===== src/design/dnm_pkg.sv =====
`timescale 1ns / 1ps

package dnm_pkg;

  localparam int VALUE_W    = 31;
  localparam int PATTERN_W  = 5;
  localparam int DIGIT_W    = 4;
  localparam int MAX_DIGITS = 10;
  localparam int BCD_W      = DIGIT_W * MAX_DIGITS;
  localparam int IDX_W      = (MAX_DIGITS > 1) ? $clog2(MAX_DIGITS) : 1;
  localparam int CNT_W      = $clog2(VALUE_W);

  typedef enum logic [1:0] {
    S_IDLE,
    S_CONV,
    S_EMIT
  } dnm_state_t;

  typedef struct packed {
    logic busy;
    logic done;
  } dnm_conv_stat_t;

  // Morse digit: 0..5 dots then dashes, 6..9 dashes then dots (1 = dash)
  function automatic logic [PATTERN_W-1:0] pattern_of(input logic [DIGIT_W-1:0] d);
    logic [PATTERN_W-1:0] p;
    case (d)
      4'd0:    p = 5'b11111;
      4'd1:    p = 5'b01111;
      4'd2:    p = 5'b00111;
      4'd3:    p = 5'b00011;
      4'd4:    p = 5'b00001;
      4'd5:    p = 5'b00000;
      4'd6:    p = 5'b10000;
      4'd7:    p = 5'b11000;
      4'd8:    p = 5'b11100;
      4'd9:    p = 5'b11110;
      default: p = 5'b11111;
    endcase
    return p;
  endfunction

endpackage


===== src/design/dnm_in_if.sv =====
`timescale 1ns / 1ps

interface dnm_in_if;
  logic                          valid;
  logic                          ready;
  logic [dnm_pkg::VALUE_W-1:0]   value;

  modport source (output valid, output value, input ready);
  modport sink   (input valid, input value, output ready);
endinterface


===== src/design/dnm_out_if.sv =====
`timescale 1ns / 1ps

interface dnm_out_if;
  logic                            valid;
  logic                            ready;
  logic [dnm_pkg::PATTERN_W-1:0]   pattern;
  logic [dnm_pkg::DIGIT_W-1:0]     digit;
  logic                            last;

  modport source (output valid, output pattern, output digit, output last, input ready);
  modport sink   (input valid, input pattern, input digit, input last, output ready);
endinterface


===== src/design/dnm_bcd_conv.sv =====
`timescale 1ns / 1ps

// Shift-and-add-3 binary to BCD, one input bit per cycle.
module dnm_bcd_conv (
  input  logic                          clk,
  input  logic                          rst,
  input  logic                          start,
  input  logic [dnm_pkg::VALUE_W-1:0]   value,
  output logic [dnm_pkg::BCD_W-1:0]     bcd,
  output dnm_pkg::dnm_conv_stat_t       stat
);

  logic [dnm_pkg::VALUE_W-1:0] bin;
  logic [dnm_pkg::CNT_W-1:0]   cnt;
  logic                        busy;
  logic                        done;
  logic [dnm_pkg::BCD_W-1:0]   corr;

  always_comb begin
    for (int i = 0; i < dnm_pkg::MAX_DIGITS; i++) begin
      if (bcd[i*dnm_pkg::DIGIT_W +: dnm_pkg::DIGIT_W] >= 4'd5) begin
        corr[i*dnm_pkg::DIGIT_W +: dnm_pkg::DIGIT_W] =
          bcd[i*dnm_pkg::DIGIT_W +: dnm_pkg::DIGIT_W] + 4'd3;
      end else begin
        corr[i*dnm_pkg::DIGIT_W +: dnm_pkg::DIGIT_W] =
          bcd[i*dnm_pkg::DIGIT_W +: dnm_pkg::DIGIT_W];
      end
    end
  end

  always_ff @(posedge clk) begin
    if (rst) begin
      busy <= 1'b0;
      done <= 1'b0;
      cnt  <= '0;
    end else begin
      done <= 1'b0;
      if (start) begin
        busy <= 1'b1;
        cnt  <= '0;
      end else if (busy) begin
        cnt <= cnt + 1'b1;
        if (cnt == dnm_pkg::CNT_W'(dnm_pkg::VALUE_W - 1)) begin
          busy <= 1'b0;
          done <= 1'b1;
        end
      end
    end
  end

  // top digit's carry falls off, which keeps the value mod 10^MAX_DIGITS
  always_ff @(posedge clk) begin
    if (start) begin
      bin <= value;
      bcd <= '0;
    end else if (busy) begin
      bin <= {bin[dnm_pkg::VALUE_W-2:0], 1'b0};
      bcd <= {corr[dnm_pkg::BCD_W-2:0], bin[dnm_pkg::VALUE_W-1]};
    end
  end

  assign stat.busy = busy;
  assign stat.done = done;

endmodule


===== src/design/decimal_number_to_morse.sv =====
`timescale 1ns / 1ps

// Channel  Dir  Beat payload
// din      in   value[30:0]
// dout     out  pattern[4:0], digit[3:0], last
//
// A number is accepted, then runs 31 shift-and-add-3 steps in the BCD
// unit, then ten digit slots (leading zeros skipped one per cycle, each
// emitted digit one beat); stalls on dout hold back the digit beats.
// din is ready only while idle. The last digit beat sits in the output
// register, so a new number is taken while it waits.
// rst is synchronous and clears the sequencer and output valid.
module decimal_number_to_morse (
  input  logic      clk,
  input  logic      rst,
  dnm_in_if.sink    din,
  dnm_out_if.source dout
);

  dnm_pkg::dnm_state_t          state;
  dnm_pkg::dnm_state_t          state_next;
  logic [dnm_pkg::IDX_W-1:0]    idx;
  logic                         started;
  logic [dnm_pkg::BCD_W-1:0]    bcd;
  dnm_pkg::dnm_conv_stat_t      stat;
  logic                         in_beat;
  logic [dnm_pkg::DIGIT_W-1:0]  cur_digit;
  logic                         skip;
  logic                         load;
  logic                         out_valid;
  logic [dnm_pkg::PATTERN_W-1:0] out_pattern;
  logic [dnm_pkg::DIGIT_W-1:0]  out_digit;
  logic                         out_last;

  assign in_beat   = din.valid && din.ready;
  assign cur_digit = bcd[idx*dnm_pkg::DIGIT_W +: dnm_pkg::DIGIT_W];

  dnm_bcd_conv u_conv (
    .clk   (clk),
    .rst   (rst),
    .start (in_beat),
    .value (din.value),
    .bcd   (bcd),
    .stat  (stat)
  );

  always_comb begin
    state_next = state;
    case (state)
      dnm_pkg::S_IDLE: if (in_beat) state_next = dnm_pkg::S_CONV;
      dnm_pkg::S_CONV: if (stat.done) state_next = dnm_pkg::S_EMIT;
      dnm_pkg::S_EMIT: if (load && idx == '0) state_next = dnm_pkg::S_IDLE;
      default:         state_next = dnm_pkg::S_IDLE;
    endcase
  end

  always_comb begin
    din.ready = 1'b0;
    skip      = 1'b0;
    load      = 1'b0;
    case (state)
      dnm_pkg::S_IDLE: din.ready = 1'b1;
      dnm_pkg::S_EMIT: begin
        if (!started && cur_digit == '0 && idx != '0) begin
          skip = 1'b1;
        end else begin
          load = !out_valid || dout.ready;
        end
      end
      default: ;
    endcase
  end

  always_ff @(posedge clk) begin
    if (rst) begin
      state     <= dnm_pkg::S_IDLE;
      idx       <= '0;
      started   <= 1'b0;
      out_valid <= 1'b0;
    end else begin
      state <= state_next;
      if (stat.done) begin
        idx     <= dnm_pkg::IDX_W'(dnm_pkg::MAX_DIGITS - 1);
        started <= 1'b0;
      end else if (skip || load) begin
        idx <= idx - 1'b1;
        if (load) started <= 1'b1;
      end
      if (load) begin
        out_valid <= 1'b1;
      end else if (dout.ready) begin
        out_valid <= 1'b0;
      end
    end
  end

  always_ff @(posedge clk) begin
    if (load) begin
      out_pattern <= dnm_pkg::pattern_of(cur_digit);
      out_digit   <= cur_digit;
      out_last    <= (idx == '0);
    end
  end

  assign dout.valid   = out_valid;
  assign dout.pattern = out_pattern;
  assign dout.digit   = out_digit;
  assign dout.last    = out_last;

`ifndef SYNTH
  a_digit_range: assert property (@(posedge clk) disable iff (rst)
    dout.valid |-> dout.digit <= 4'd9)
    else $error("digit out of range");

  a_pattern_match: assert property (@(posedge clk) disable iff (rst)
    dout.valid |-> dout.pattern == dnm_pkg::pattern_of(dout.digit))
    else $error("pattern does not match digit");

  a_done_in_conv: assert property (@(posedge clk) disable iff (rst)
    stat.done |-> state == dnm_pkg::S_CONV)
    else $error("conversion finished outside CONV");

  a_start_busy: assert property (@(posedge clk) disable iff (rst)
    in_beat |=> stat.busy)
    else $error("BCD unit not started");
`endif

endmodule

===== src/flat_wrapper.sv =====
// flat-port wrapper written by rule: the top's interface ports become plain ports
module decimal_number_to_morse_flat 
  (clk, rst, din_valid, din_value, din_ready, dout_valid, dout_pattern, dout_digit, dout_last, dout_ready);
  dnm_in_if din_i ();
  dnm_out_if dout_i ();
  input  logic clk;
  input  logic rst;
  input wire logic [$bits(din_i.valid)-1:0] din_valid;
  input wire logic [$bits(din_i.value)-1:0] din_value;
  output wire logic [$bits(din_i.ready)-1:0] din_ready;
  output wire logic [$bits(dout_i.valid)-1:0] dout_valid;
  output wire logic [$bits(dout_i.pattern)-1:0] dout_pattern;
  output wire logic [$bits(dout_i.digit)-1:0] dout_digit;
  output wire logic [$bits(dout_i.last)-1:0] dout_last;
  input wire logic [$bits(dout_i.ready)-1:0] dout_ready;
  assign din_i.valid = din_valid;
  assign din_i.value = din_value;
  assign din_ready = din_i.ready;
  assign dout_valid = dout_i.valid;
  assign dout_pattern = dout_i.pattern;
  assign dout_digit = dout_i.digit;
  assign dout_last = dout_i.last;
  assign dout_i.ready = dout_ready;
  decimal_number_to_morse u_core (.clk(clk), .rst(rst), .din(din_i), .dout(dout_i));
endmodule

===== config.mk =====
export PLATFORM = sky130hd
export DESIGN_NAME = decimal_number_to_morse_flat
export DESIGN_NICKNAME = d
export VERILOG_FILES = /design/src/design/dnm_pkg.sv /design/src/design/dnm_in_if.sv /design/src/design/dnm_out_if.sv /design/src/design/dnm_bcd_conv.sv /design/src/design/decimal_number_to_morse.sv /design/src/flat_wrapper.sv
export SDC_FILE = /design/constraint.sdc
export NUM_CORES = 1
export LEC_CHECK = 0
export BUFFER_PORTS_ARGS = -buffer_cell sky130_fd_sc_hd__buf_2
export CAP_MARGIN = 30
export CORE_ASPECT_RATIO = 0.9
export CORE_MARGIN = 2
export CORE_UTILIZATION = 50
export DETAILED_ROUTE_END_ITERATION = 10
export HOLD_SLACK_MARGIN = 0.1
export PLACE_DENSITY = 0.77
export SYNTH_ARGS = -nofsm -noshare
export SYNTH_HDL_FRONTEND = slang
export SYNTH_SLANG_ARGS = --single-unit

===== constraint.sdc =====
create_clock -name clk -period 3.5 [get_ports clk]
set_input_delay 0.525 -clock clk [delete_from_list [all_inputs] [get_ports clk]]
set_output_delay 0.525 -clock clk [all_outputs]
set_load 0.05 [all_outputs]

==> flow_metrics.tcl <==
set metrics [dict create \
    status "finished, final reports clean" \
    routabilityCongestion 0.810 \
    grt_pass1_wl_mm 16.2 \
    fmax_mhz 333 \
    synth_nets 552 \
    design_area_um2 5400 \
    worst_slew_pin_slew_ns 1.00 \
    io_pins 47 \
    cp-end-kind "flip-flop" \
    area_growth_pct 9.82 \
    yosys.area.top_type "edfxtp_1" \
    slowest_stage "dfxtp_1" \
    drt_iter0_drc 316 \
    period_minus_slack_ns 3.01 \
    holdBufCountCts 0 \
    cp.arrival_ns 3.01 \
    drv_cap 0 \
    clk_pin_slew_ns 0.11 \
    yosys.cell_count.top_type "dfxtp_1" \
    coreArea_um2 9610 \
    antenna_found_initial 0 \
    p_per_area_nw_per_um2 397 \
    io_buffers 46 \
    vias_per_cell 5.41 \
    synthFlopType "dfxtp_1" \
    ys_warn_count 0 \
    worstPathMaxFanout 20 \
    power_mw 2.14 \
    relSlewSlack_pct 33.1 \
    setup_viol 0 \
    syn_avg_cell_area_um2 9.95 \
    ys_ff_latch 96 \
    drc_errors 0 \
    num-fill-cells 842 \
    hold_viol_final 0 \
    initial_utilization_pct 51.1 \
    finalCritPeriodShare_pct 85.9 \
    ys_top_cells_by_count "55 x dfxtp_1, 52 x nor2_1, 48 x a21oi_1" \
    p_leak_nw 1.97 \
    postRouteAntennaNets 0 \
    synth_seq_area_share_pct 47.4 \
    ctsResizeCount 0 \
    htreeDepth 3 \
    grt_pass1_vias 3434 \
    irDropWorstVdd_mv 0.277 \
    vias 3586 \
    finalWirelength_mm 9.70 \
    yosys-top-cells-area "edfxtp_1 25%, dfxtp_1 22%, mux2_2 7.3%" \
    die_h_um 98.1 \
    fin_tns_setup_ns 0 \
    clk_path_buf_depth 2 \
    clk_latency_ns 0.38 \
    grt_setup_unrepaired "false" \
    setup_ws_ns 0.493 \
    drtPass1Iterations 4 \
    path_cells "nand2_1 -> o22ai_1 -> o21ai_0 -> nand2_1 -> nor3_1 -> a21oi_1" \
    hp-class "input port to flip-flop" \
    cpMostUsedCell "nand2_1" \
    grt_max_degree 73 \
    antennaDiodeCount 0 \
    grt_overflow_total 0 \
    start_kind "flip-flop" \
    synth_cell_type_count 44 \
    synth_enable_flop_cells 41 \
    critPathKind "flip-flop to flip-flop" \
    dpl_worst_slack_ns 0.495 \
    drive_gt1_share_pct 20.1 \
    dp_hpwl_mm 6.81 \
    critPathMaxStageDelay_ns 0.88 \
    netlist.area_leader.share_pct 25.0 \
    wl_per_cell_um 14.6 \
    groute.usage.overall_pct 19.1 \
    required_ns 3.50 \
    postSynthCellCount 494 \
    placementRows 34 \
    slew_violations 0 \
    cts_tree "yes" \
    die_w_um 109 \
    finalClockSkew_ns 0.0167 \
    synthArstFlopShare_pct 0 \
    postCtsSetupBuffers 0 \
    cts.sinks 96 \
    placed_area_um2 5220 \
    syn_area_um2 4920 \
    cts_buffers 9 \
    nNetsFinal 590 \
    dieArea_um2 10600 \
    cts_root_buffer "clkbuf_8" \
]
-- worst max-delay path: cells and delay by family (launching register included) --
family / cells / cell delay [ns]
AND/OR/NAND/NOR: 3 / 0.52
flip-flops: 1 / 0.88
AO/OA/AOI/OAI: 3 / 1.22
-- area by class of cell --
type                       instances  area [um^2]  area share [%]
multi-input combinational        349         2380            44.0
inverter                          27          101            1.88
tap                              126          158            2.92
timing repair buffer              49          253            4.68
clock buffer                      10          128            2.36
clock inverter                     6         50.0           0.927
sequential                        96         2330            43.2
-- cells in the final DEF, fill, tap and decap left out, types with 3 or more instances in the layout --
master	instances
dfxtp_1	55
nor2_1	52
a21oi_1	48
buf_2	46
edfxtp_1	41
nand2_1	34
o21ai_0	33
mux2_2	32
inv_1	27
mux2i_1	26
ha_1	23
nand2b_1	13
nor3_1	13
nand3_1	12
xnor2_1	12
xor2_1	12
clkbuf_8	9
o22ai_1	6
nand4_1	4
inv_6	4
or2_2	3
buf_4	3
-- cell families (layout without fill, tap and decap cells) --
kind of cell	count (synthesis)	after routing	synth area share (%)
simple gates	139	139	12.9
compound gates	104	104	12.3
flops	96	96	47.4
mux	59	59	13.1
buf+inv	49	92	4.22
xor+xnor	24	24	4.28
fa+ha+maj	23	23	5.85
-- report_power, final --
| group | switching, mW | leakage, nW | internal [mW] | total [mW] |
|---|---|---|---|---|
| Combinational | 0.112 | 1.05 | 0.0894 | 0.202 |
| Clock | 0.416 | 0.0843 | 0.269 | 0.685 |
| Sequential | 0.0229 | 0.837 | 1.23 | 1.26 |
-- layer usage --
| layer | vias up | track usage (%) | part of all wire, % |
|---|---|---|---|
| li1 | 1804 | - | - |
| met1 | 1716 | 25.9 | 48 |
| met2 | 56 | 30.7 | 48 |
| met3 | 10 | 3.47 | 3.0 |
| met4 | 0 | 6.61 | 1.3 |
| met5 | - | 0 | 0 |
-- sequential cells by signal, summed over array words and instances (netlist names) --
signal	flops
u_core.u_conv.bin	31
u_core.u_conv.cnt	5
u_core.u_conv.bcd	40
u_core.dout.digit	4
u_core.state	2
u_core.dout.pattern	5
u_core.dout.valid	1
u_core.started	1
u_core.u_conv.done	1
u_core.dout.last	1
u_core.idx	4
u_core.u_conv.busy	1
-- through the flow --
stage               utilization (%)  hold WS (ns)  instances
finish                         56.2         0.443        663
global route                   56.2         0.434        663
CTS                            56.2         0.432        663
detailed placement             54.3         0.460        647
global placement               54.3         0.449        647
floorplan                         -         0.431        494
-- final timing paths --
check / start / endpoint / slack [ns] / cells past startpoint
worst max-delay path: u_core.idx[0] / u_core.dout.digit[0] / 0.49 / 6
worst max register to register: u_core.idx[0] / u_core.dout.digit[0] / 0.49 / 6
worst min-delay path: din_value[12] / u_core.u_conv.bin[12] / 0.44 / 2
worst min register to register: u_core.state[1] / u_core.state[0] / 0.47 / 1
Power figures use the tool's default switching activity.
